===== config.mk =====
export PLATFORM = sky130hd
export DESIGN_NAME = gyro_bias_calibrator
export DESIGN_NICKNAME = d
export VERILOG_FILES = /design/src/hdl/gbc_pkg.sv /design/src/hdl/gyro_bias_calibrator.sv /design/src/hdl/gbc_lane.sv /design/src/hdl/gbc_merge.sv
export SDC_FILE = /design/constraint.sdc
export NUM_CORES = 2
export LEC_CHECK = 0
export BUFFER_PORTS_ARGS = -buffer_cell sky130_fd_sc_hd__buf_2
export CAP_MARGIN = 20
export CORE_ASPECT_RATIO = 0.75
export CORE_MARGIN = 3
export CORE_UTILIZATION = 30
export DETAILED_ROUTE_END_ITERATION = 7
export GPL_TIMING_DRIVEN = 0
export SYNTH_ARGS = -nofsm -noshare
export SYNTH_HDL_FRONTEND = slang
export SYNTH_SLANG_ARGS = --single-unit

===== constraint.sdc =====
create_clock -name clk_i -period 9.9 [get_ports clk_i]
set_input_delay 0.495 -clock clk_i [delete_from_list [all_inputs] [get_ports clk_i]]
set_output_delay 0.495 -clock clk_i [all_outputs]
set_load 0.005 [all_outputs]

===== src/hdl/gbc_pkg.sv =====
// shared types and constants for the gyro bias calibrator
package gbc_pkg;

  localparam int COUNT_W   = 8;
  localparam int THR_W     = 15;
  localparam int MS_W      = 16;
  localparam int CFG_W     = 16;
  localparam int CFG_IDX_W = 2;
  localparam int STATUS_W  = 3;
  localparam int TIME_W    = 32;
  localparam int THR2_W    = 2 * THR_W;

  localparam logic [CFG_IDX_W-1:0] REG_STILL_THRESHOLD = 2'd0;
  localparam logic [CFG_IDX_W-1:0] REG_HOLD_TIME       = 2'd1;
  localparam logic [CFG_IDX_W-1:0] REG_TIMEOUT         = 2'd2;
  localparam logic [CFG_IDX_W-1:0] REG_ATTEMPT_COUNT   = 2'd3;

  localparam logic [THR_W-1:0]   THR_RESET     = 15'd160;
  localparam logic [MS_W-1:0]    HOLD_RESET    = 16'd1000;
  localparam logic [MS_W-1:0]    TIMEOUT_RESET = 16'd10000;
  localparam logic [COUNT_W-1:0] ATTEMPT_RESET = 8'd100;

  typedef enum logic [STATUS_W-1:0] {
    PH_SEEK    = 3'd0,
    PH_COLLECT = 3'd1,
    PH_DONE    = 3'd2,
    PH_TIMEOUT = 3'd3,
    PH_NOGOOD  = 3'd4
  } gbc_phase_e;

  typedef enum logic [2:0] {
    ST_IDLE,
    ST_SQUARE,
    ST_MAG,
    ST_UPDATE,
    ST_DIV_LOAD,
    ST_DIV,
    ST_OUT
  } gbc_state_e;

  typedef struct packed {
    logic               load;
    logic               clear;
    logic               accum;
    logic               div_load;
    logic               div_step;
    logic [COUNT_W-1:0] divisor;
  } gbc_lane_ctrl_t;

endpackage


===== src/hdl/gyro_bias_calibrator.sv =====
// top level of the gyro zero-rate bias calibrator
// An accepted sample request blocks the next one while it passes a capture step, a step for
// the lane squarers, one for the magnitude compare in the merge stage, one for the phase update
// and one to load the result register, which waits while the held result is stalled. The sample
// that ends the collecting phase with good samples also passes a divider load state and the
// divide state, in which the three bit-serial lane dividers form sum / count one quotient bit
// per cycle. A finished result waits in the output register while the next sample is processed.
module gyro_bias_calibrator #(
  parameter int RATE_WIDTH   = 16,
  parameter int MAX_ATTEMPTS = 255
) (
  input  logic                                 clk_i,
  input  logic                                 rst_ni,
  input  logic                                 in_valid_i,
  output logic                                 in_stall_o,
  input  logic                                 sample_ok_i,
  input  logic signed [RATE_WIDTH-1:0]         rate_x_i,
  input  logic signed [RATE_WIDTH-1:0]         rate_y_i,
  input  logic signed [RATE_WIDTH-1:0]         rate_z_i,
  input  logic [gbc_pkg::TIME_W-1:0]           time_ms_i,
  output logic                                 out_valid_o,
  input  logic                                 out_stall_i,
  output logic [gbc_pkg::STATUS_W-1:0]         cal_status_o,
  output logic signed [RATE_WIDTH-1:0]         offset_x_o,
  output logic signed [RATE_WIDTH-1:0]         offset_y_o,
  output logic signed [RATE_WIDTH-1:0]         offset_z_o,
  input  logic                                 cfg_we_i,
  input  logic [gbc_pkg::CFG_IDX_W-1:0]        cfg_index_i,
  input  logic [gbc_pkg::CFG_W-1:0]            cfg_data_i
);

  localparam int CW        = gbc_pkg::COUNT_W;
  localparam int SUM_W     = RATE_WIDTH + CW;
  localparam int DIV_CNT_W = $clog2(SUM_W);
  localparam logic [CW-1:0]        MAX_ATT  = CW'(MAX_ATTEMPTS);
  localparam logic [DIV_CNT_W-1:0] DIV_LAST = DIV_CNT_W'(SUM_W - 1);

  gbc_pkg::gbc_state_e state_q, state_d;
  gbc_pkg::gbc_phase_e phase_q, phase_d;
  gbc_pkg::gbc_lane_ctrl_t lane_ctrl;

  logic [gbc_pkg::THR_W-1:0]  thr_q;
  logic [gbc_pkg::MS_W-1:0]   hold_q;
  logic [gbc_pkg::MS_W-1:0]   timeout_q;
  logic [CW-1:0]              att_cfg_q;

  logic                       started_q, started_d;
  logic                       was_still_q, was_still_d;
  logic [gbc_pkg::TIME_W-1:0] start_time_q, start_time_d;
  logic [gbc_pkg::TIME_W-1:0] still_since_q, still_since_d;
  logic [CW-1:0]              attempts_q, attempts_d;
  logic [CW-1:0]              good_q, good_d;
  logic [DIV_CNT_W-1:0]       div_cnt_q, div_cnt_d;
  logic                       out_valid_q, out_valid_d;
  logic                       res_load;

  logic                       ok_q;
  logic [gbc_pkg::TIME_W-1:0] now_q;
  logic                       accept;
  logic                       still;
  logic [gbc_pkg::TIME_W-1:0] elapsed;
  logic [gbc_pkg::TIME_W-1:0] still_elapsed;
  logic [CW-1:0]              limit;
  logic [CW-1:0]              att_inc;
  logic [CW-1:0]              good_inc;

  logic signed [RATE_WIDTH-1:0] lane_rate [3];
  logic [2*RATE_WIDTH-1:0]      lane_sq   [3];
  logic signed [RATE_WIDTH-1:0] lane_off  [3];
  logic [gbc_pkg::STATUS_W-1:0] status_q;
  logic signed [RATE_WIDTH-1:0] off_q     [3];

  assign lane_rate[0] = rate_x_i;
  assign lane_rate[1] = rate_y_i;
  assign lane_rate[2] = rate_z_i;

  for (genvar g = 0; g < 3; g++) begin : g_lane
    gbc_lane #(
      .RATE_WIDTH(RATE_WIDTH)
    ) u_lane (
      .clk_i   (clk_i),
      .ctrl_i  (lane_ctrl),
      .rate_i  (lane_rate[g]),
      .square_o(lane_sq[g]),
      .offset_o(lane_off[g])
    );
  end

  gbc_merge #(
    .RATE_WIDTH(RATE_WIDTH)
  ) u_merge (
    .clk_i      (clk_i),
    .square_x_i (lane_sq[0]),
    .square_y_i (lane_sq[1]),
    .square_z_i (lane_sq[2]),
    .threshold_i(thr_q),
    .still_o    (still)
  );

  assign in_stall_o    = state_q != gbc_pkg::ST_IDLE;
  assign accept        = in_valid_i && !in_stall_o;
  assign elapsed       = started_q ? now_q - start_time_q : '0;
  assign still_elapsed = now_q - still_since_q;
  assign att_inc       = CW'(attempts_q + 1'b1);
  assign good_inc      = CW'(good_q + CW'(ok_q));

  always_comb begin
    if (att_cfg_q == '0) begin
      limit = CW'(1);
    end else if (att_cfg_q > MAX_ATT) begin
      limit = MAX_ATT;
    end else begin
      limit = att_cfg_q;
    end
  end

  always_comb begin
    state_d            = state_q;
    phase_d            = phase_q;
    started_d          = started_q;
    was_still_d        = was_still_q;
    start_time_d       = start_time_q;
    still_since_d      = still_since_q;
    attempts_d         = attempts_q;
    good_d             = good_q;
    div_cnt_d          = div_cnt_q;
    out_valid_d        = out_valid_q && out_stall_i;
    res_load           = 1'b0;
    lane_ctrl          = '0;
    lane_ctrl.load     = accept;
    lane_ctrl.divisor  = good_q;
    case (state_q)
      gbc_pkg::ST_IDLE: begin
        if (in_valid_i) begin
          state_d = gbc_pkg::ST_SQUARE;
        end
      end
      gbc_pkg::ST_SQUARE: begin
        state_d = gbc_pkg::ST_MAG;
      end
      gbc_pkg::ST_MAG: begin
        state_d = gbc_pkg::ST_UPDATE;
      end
      gbc_pkg::ST_UPDATE: begin
        state_d = gbc_pkg::ST_OUT;
        case (phase_q)
          gbc_pkg::PH_SEEK: begin
            started_d = 1'b1;
            if (!started_q) begin
              start_time_d = now_q;
            end
            if (elapsed >= gbc_pkg::TIME_W'(timeout_q)) begin
              phase_d = gbc_pkg::PH_TIMEOUT;
            end else if (ok_q) begin
              if (still) begin
                if (!was_still_q) begin
                  still_since_d = now_q;
                  was_still_d   = 1'b1;
                end else if (still_elapsed >= gbc_pkg::TIME_W'(hold_q)) begin
                  phase_d         = gbc_pkg::PH_COLLECT;
                  attempts_d      = '0;
                  good_d          = '0;
                  lane_ctrl.clear = 1'b1;
                end
              end else begin
                was_still_d = 1'b0;
              end
            end
          end
          gbc_pkg::PH_COLLECT: begin
            lane_ctrl.accum = ok_q;
            good_d          = good_inc;
            attempts_d      = att_inc;
            if (att_inc >= limit) begin
              if (good_inc != '0) begin
                phase_d = gbc_pkg::PH_DONE;
                state_d = gbc_pkg::ST_DIV_LOAD;
              end else begin
                phase_d = gbc_pkg::PH_NOGOOD;
              end
            end
          end
          default: ;
        endcase
      end
      gbc_pkg::ST_DIV_LOAD: begin
        lane_ctrl.div_load = 1'b1;
        div_cnt_d          = '0;
        state_d            = gbc_pkg::ST_DIV;
      end
      gbc_pkg::ST_DIV: begin
        lane_ctrl.div_step = 1'b1;
        div_cnt_d          = DIV_CNT_W'(div_cnt_q + 1'b1);
        if (div_cnt_q == DIV_LAST) begin
          state_d = gbc_pkg::ST_OUT;
        end
      end
      gbc_pkg::ST_OUT: begin
        if (!out_valid_q || !out_stall_i) begin
          out_valid_d = 1'b1;
          res_load    = 1'b1;
          state_d     = gbc_pkg::ST_IDLE;
        end
      end
      default: begin
        state_d = gbc_pkg::ST_IDLE;
      end
    endcase
  end

  always_ff @(posedge clk_i or negedge rst_ni) begin
    if (!rst_ni) begin
      state_q     <= gbc_pkg::ST_IDLE;
      phase_q     <= gbc_pkg::PH_SEEK;
      started_q   <= 1'b0;
      was_still_q <= 1'b0;
      attempts_q  <= '0;
      good_q      <= '0;
      div_cnt_q   <= '0;
      out_valid_q <= 1'b0;
      thr_q       <= gbc_pkg::THR_RESET;
      hold_q      <= gbc_pkg::HOLD_RESET;
      timeout_q   <= gbc_pkg::TIMEOUT_RESET;
      att_cfg_q   <= gbc_pkg::ATTEMPT_RESET;
    end else begin
      state_q     <= state_d;
      phase_q     <= phase_d;
      started_q   <= started_d;
      was_still_q <= was_still_d;
      attempts_q  <= attempts_d;
      good_q      <= good_d;
      div_cnt_q   <= div_cnt_d;
      out_valid_q <= out_valid_d;
      if (cfg_we_i) begin
        case (cfg_index_i)
          gbc_pkg::REG_STILL_THRESHOLD: thr_q     <= cfg_data_i[gbc_pkg::THR_W-1:0];
          gbc_pkg::REG_HOLD_TIME:       hold_q    <= cfg_data_i[gbc_pkg::MS_W-1:0];
          gbc_pkg::REG_TIMEOUT:         timeout_q <= cfg_data_i[gbc_pkg::MS_W-1:0];
          gbc_pkg::REG_ATTEMPT_COUNT:   att_cfg_q <= cfg_data_i[CW-1:0];
          default: ;
        endcase
      end
    end
  end

  always_ff @(posedge clk_i) begin
    start_time_q  <= start_time_d;
    still_since_q <= still_since_d;
    if (accept) begin
      ok_q  <= sample_ok_i;
      now_q <= time_ms_i;
    end
    if (res_load) begin
      status_q <= phase_q;
      for (int i = 0; i < 3; i++) begin
        off_q[i] <= (phase_q == gbc_pkg::PH_DONE) ? lane_off[i] : '0;
      end
    end
  end

  assign out_valid_o  = out_valid_q;
  assign cal_status_o = status_q;
  assign offset_x_o   = off_q[0];
  assign offset_y_o   = off_q[1];
  assign offset_z_o   = off_q[2];

endmodule


===== src/hdl/gbc_lane.sv =====
// one axis lane: rate capture, square, running sum and bit-serial divider
module gbc_lane #(
  parameter int RATE_WIDTH = 16
) (
  input  logic                           clk_i,
  input  gbc_pkg::gbc_lane_ctrl_t        ctrl_i,
  input  logic signed [RATE_WIDTH-1:0]   rate_i,
  output logic [2*RATE_WIDTH-1:0]        square_o,
  output logic signed [RATE_WIDTH-1:0]   offset_o
);

  localparam int SUM_W = RATE_WIDTH + gbc_pkg::COUNT_W;
  localparam int CW    = gbc_pkg::COUNT_W;

  logic signed [RATE_WIDTH-1:0]   rate_q;
  logic signed [2*RATE_WIDTH-1:0] prod;
  logic [2*RATE_WIDTH-1:0]        square_q;
  logic signed [SUM_W-1:0]        sum_q, sum_d;
  logic [SUM_W-1:0]               dvd_q, dvd_d;
  logic [CW-1:0]                  rem_q, rem_d;
  logic                           neg_q, neg_d;
  logic [CW:0]                    shifted;
  logic [CW:0]                    trial;
  logic [RATE_WIDTH-1:0]          quot;

  assign prod = rate_q * rate_q;

  always_comb begin
    sum_d   = sum_q;
    dvd_d   = dvd_q;
    rem_d   = rem_q;
    neg_d   = neg_q;
    shifted = {rem_q, dvd_q[SUM_W-1]};
    trial   = shifted - {1'b0, ctrl_i.divisor};
    if (ctrl_i.clear) begin
      sum_d = '0;
    end else if (ctrl_i.accum) begin
      sum_d = sum_q + {{(SUM_W-RATE_WIDTH){rate_q[RATE_WIDTH-1]}}, rate_q};
    end
    if (ctrl_i.div_load) begin
      neg_d = sum_q[SUM_W-1];
      dvd_d = sum_q[SUM_W-1] ? -sum_q : sum_q;
      rem_d = '0;
    end else if (ctrl_i.div_step) begin
      if (!trial[CW]) begin
        rem_d = trial[CW-1:0];
        dvd_d = {dvd_q[SUM_W-2:0], 1'b1};
      end else begin
        rem_d = shifted[CW-1:0];
        dvd_d = {dvd_q[SUM_W-2:0], 1'b0};
      end
    end
  end

  always_ff @(posedge clk_i) begin
    if (ctrl_i.load) begin
      rate_q <= rate_i;
    end
    square_q <= prod;
    sum_q    <= sum_d;
    dvd_q    <= dvd_d;
    rem_q    <= rem_d;
    neg_q    <= neg_d;
  end

  assign quot     = dvd_q[RATE_WIDTH-1:0];
  assign square_o = square_q;
  assign offset_o = neg_q ? -quot : quot;

endmodule


===== src/hdl/gbc_merge.sv =====
// merges the lane squares into a magnitude and compares with the squared threshold
module gbc_merge #(
  parameter int RATE_WIDTH = 16
) (
  input  logic                          clk_i,
  input  logic [2*RATE_WIDTH-1:0]       square_x_i,
  input  logic [2*RATE_WIDTH-1:0]       square_y_i,
  input  logic [2*RATE_WIDTH-1:0]       square_z_i,
  input  logic [gbc_pkg::THR_W-1:0]     threshold_i,
  output logic                          still_o
);

  localparam int MAG_W = 2 * RATE_WIDTH + 2;
  localparam int CMP_W = (MAG_W > gbc_pkg::THR2_W) ? MAG_W : gbc_pkg::THR2_W;

  logic [gbc_pkg::THR2_W-1:0] thr2_q;
  logic [CMP_W-1:0]           mag;
  logic                       still_q;

  assign mag = CMP_W'(square_x_i) + CMP_W'(square_y_i) + CMP_W'(square_z_i);

  always_ff @(posedge clk_i) begin
    thr2_q  <= threshold_i * threshold_i;
    still_q <= mag < CMP_W'(thr2_q);
  end

  assign still_o = still_q;

endmodule


==> impl_metrics.py <==
metrics = {
    "route": {
        "first_pass_iters": 6,
        "dr_wl_met3_mm": 11.5,
        "post-route-drc-count": 0,
        "wl_met2_mm": 75.9,
        "ant_nets": 0,
        "highest_layer": "met5",
        "postRouteWirelength_mm": 172,
        "viasPerCell": 4.79,
        "routedLengthMet1_mm": 80.9,
        "drtIter0Drc": 3163,
        "routed-via-count": 48200,
        "wl_per_cell_um": 17.1,
    },
    "synthesis": {
        "yosysUniqueCellTypes": 86,
        "ys_seq_elements": 575,
        "ys.flop_type": "edfxtp_1",
        "synth_fp_nets": 8483,
        "yosysWarnings": 0,
        "synth_area_mm2": 0.0650,
        "yosysSeqAreaShare_pct": 22.6,
        "async_flop_share_pct": 14.8,
        "postSynthAreaPerCell_um2": 9.47,
        "synth-edff-count": 271,
        "synthCells": 6869,
    },
    "placed_design": {
        "io_buffers": 156,
        "hpwlAfterDp_mm": 143,
        "place_congestion": 0.913,
        "dpl.cell_count": 9868,
    },
    "worst_hold_path": {
        "worstHoldStart": "rate_z_i[11]",
        "min_path_type": "in -> reg",
        "min_path_cells": 1,
        "whs_endpoint": "g_lane[2].u_lane.rate_q[11]",
    },
    "sta": {
        "post-route-min-period_ps": 8910,
        "finalHoldViolations": 0,
        "rsz0062_at_grt": "false",
        "post-route-period-util_pct": 90.0,
        "fin_skew_ps": 34.6,
        "clock.fmax_mhz": 112,
        "report.final.setup_viol": 0,
        "worstMarginPinSlew_ps": 1150,
        "slew_headroom_pct": 23.2,
        "setup_tns_ps": 0,
        "finalMaxSlewViolations": 0,
    },
    "die": {
        "initial_utilization_pct": 30.3,
        "die_y_um": 409,
        "core_mm2": 0.215,
        "die_w_um": 544,
        "rows": 147,
        "dieArea_mm2": 0.223,
        "ios": 157,
    },
    "cts": {
        "ctsLongestPathBuffers": 3,
        "postCtsResizedCells": 0,
        "htreeDepth": 3,
        "clkTransAtPathRegs_ps": 60,
        "cts_tree": "built",
        "clock_sinks": 575,
        "clk-insertion-delay-late_ps": 690,
        "clk_root_buffer_cell": "clkbuf_16",
        "cts_buffers": 72,
    },
    "worst_setup_path": {
        "r2r-start": "g_lane[1].u_lane.rate_q[15]",
        "crit_start": "g_lane[1].u_lane.rate_q[15]",
        "ff2ff_path_depth": 24,
        "critPathCaptureType": "register",
        "critPathKind": "reg -> reg",
        "cp_data_required_time_ps": 10440,
        "cp_max_fo": 11,
        "start_kind": "register",
        "reg2reg_setup_slack_ps": 990,
        "r2r-end": "g_lane[1].u_lane.square_o[31]",
        "arrival_ps": 9450,
    },
    "grt": {
        "grt_pass1_vias": 49500,
        "grt_max_degree": 57,
        "antenna_found_initial": 7,
        "grt_pass1_wl_mm": 276,
        "grt.total_usage_pct": 15.6,
        "grt_overflow_total": 0,
    },
    "finish": {
        "drive_gt1_share_pct": 5.85,
        "area_growth_pct": 11.8,
        "finalNetCount": 8786,
        "multi_input_area_mm2": 0.0447,
        "ff_latch_area_mm2": 0.0147,
        "layout_common_cells": "inv_1 (1348), fa_1 (867), ha_1 (643)",
        "fillers": 21900,
        "fin_cells": 10100,
        "final_common_cell": "inv_1",
    },
    "flow_run": {
        "cap_violations": 0,
    },
    "status": {
        "outcome": "completed",
    },
}
[worst max-delay path by stage]
stage / cells past startpoint / end
2_1_floorplan: 26 / g_lane[1].u_lane.square_o[30]
6_report: 24 / g_lane[1].u_lane.square_o[31]
3_3_place_gp: 18 / still_since_q[7]
4_1_cts: 24 / g_lane[1].u_lane.square_o[31]
5_1_grt: 24 / g_lane[1].u_lane.square_o[31]
3_5_place_dp: 24 / g_lane[1].u_lane.square_o[31]
[final cells by class]
cell class | instances | area share, %
tap | 2831 | 4.87
sequential | 575 | 20.2
timing repair buffer | 229 | 2.19
inverter | 1352 | 6.98
buffer | 169 | 0.929
clock inverter | 44 | 0.714
clock buffer | 90 | 2.73
multi-input combinational | 4773 | 61.4
antenna | 2 | 0.00688
[per-stage QoR]
| step | cell area [um2] | util [%] | hold WS [ps] | worst slack, ps |
|---|---|---|---|---|
| after floorplan | 65000 | - | 199 | 3200 |
| final | 72700 | 33.9 | 55.9 | 992 |
| after CTS | 72700 | 33.8 | 7.54 | 1020 |
| after global placement | 69400 | 32.3 | 461 | 451 |
| after detailed placement | 69600 | 32.4 | 473 | 1050 |
| after global routing | 72700 | 33.8 | 23.9 | 473 |
[registers in the layout, indices dropped and copies added, names as in the netlist, 3 cells and up]
name                    cells
g_lane.u_lane.dvd_q        72
g_lane.u_lane.square_o     93
g_lane.u_lane.rate_q       48
off_q                      48
phase_q                     3
attempts_q                  8
u_merge.thr2_q             29
timeout_q                  16
div_cnt_q                   5
thr_q                      15
g_lane.u_lane.rem_q        24
hold_q                     16
att_cfg_q                   8
g_lane.u_lane.neg_q         3
start_time_q               32
g_lane.u_lane.sum_q        72
cal_status_o                3
still_since_q              32
now_q                      32
good_q                      8
state_q                     3
[worst max-delay path, stage by stage, from the launching register on]
cell	delay, ps
edfxtp_1	970
clkbuf_1	850
inv_1	440
buf_1	410
nor2_1	260
fa_1	560
inv_1	190
fa_1	430
inv_1	80
fa_1	440
fa_1	510
fa_1	510
inv_1	50
fa_1	470
inv_1	40
ha_1	350
o21ai_0	120
nand2b_1	110
a21oi_1	160
o21ai_0	170
o41ai_1	630
o2111ai_1	290
a31o_2	290
a21oi_1	170
xnor2_1	240
[repair_timing]
item                       CTS  global route
hold endpoints to repair    79             0
buffers inserted             0             0
hold buffers                60             0
setup endpoints to repair    0             0
[layer usage]
| layer | GRT usage [%] | up-vias |
|---|---|---|
| li1 | - | 22800 |
| met1 | 22.6 | 23900 |
| met2 | 24.1 | 1285 |
| met3 | 2.78 | 202 |
| met4 | 3.65 | 2 |
| met5 | 0 | - |
[cell families after synthesis]
group	Yosys count	share of synthesized area, %
compound gates	1090	10.5
xor+xnor	424	5.71
fa+ha+maj	1510	39.0
buf+inv	1521	8.84
flops	575	22.6
mux	85	1.41
simple gates	1664	11.9
[synth_stat cells, types with 12 or more instances]
master,count,share of area (%)
clkbuf_1,151,0.87
nand2b_1,69,0.66
fa_1,867,27
dfxtp_1,219,6.7
or2_2,21,0.20
inv_1,1348,7.8
mux2i_1,30,0.46
a21boi_0,13,0.15
nand3_1,76,0.58
a21oi_1,316,2.4
nor2b_1,56,0.54
a211o_1,12,0.16
or3_1,49,0.47
nor2_1,414,2.4
mux2_2,55,0.95
dfrtp_1,69,2.7
o21a_1,43,0.50
and2_1,181,1.7
a31oi_1,33,0.32
xnor2_1,240,3.2
edfxtp_1,271,13
nand4_1,27,0.26
and3_1,35,0.34
o31ai_1,40,0.46
o21ai_0,273,2.1
o211ai_1,21,0.24
a211oi_1,41,0.47
ha_1,643,12
o41ai_1,22,0.30
o21bai_1,37,0.43
nor3_1,63,0.48
a21o_1,138,1.6
xor2_1,184,2.5
dfstp_2,16,0.65
nand2_1,619,3.6
or4_1,17,0.20
Power is left out: the tool's default activity adds up to more than one toggle a clock period on the data nets, which glitch-free logic cannot reach.
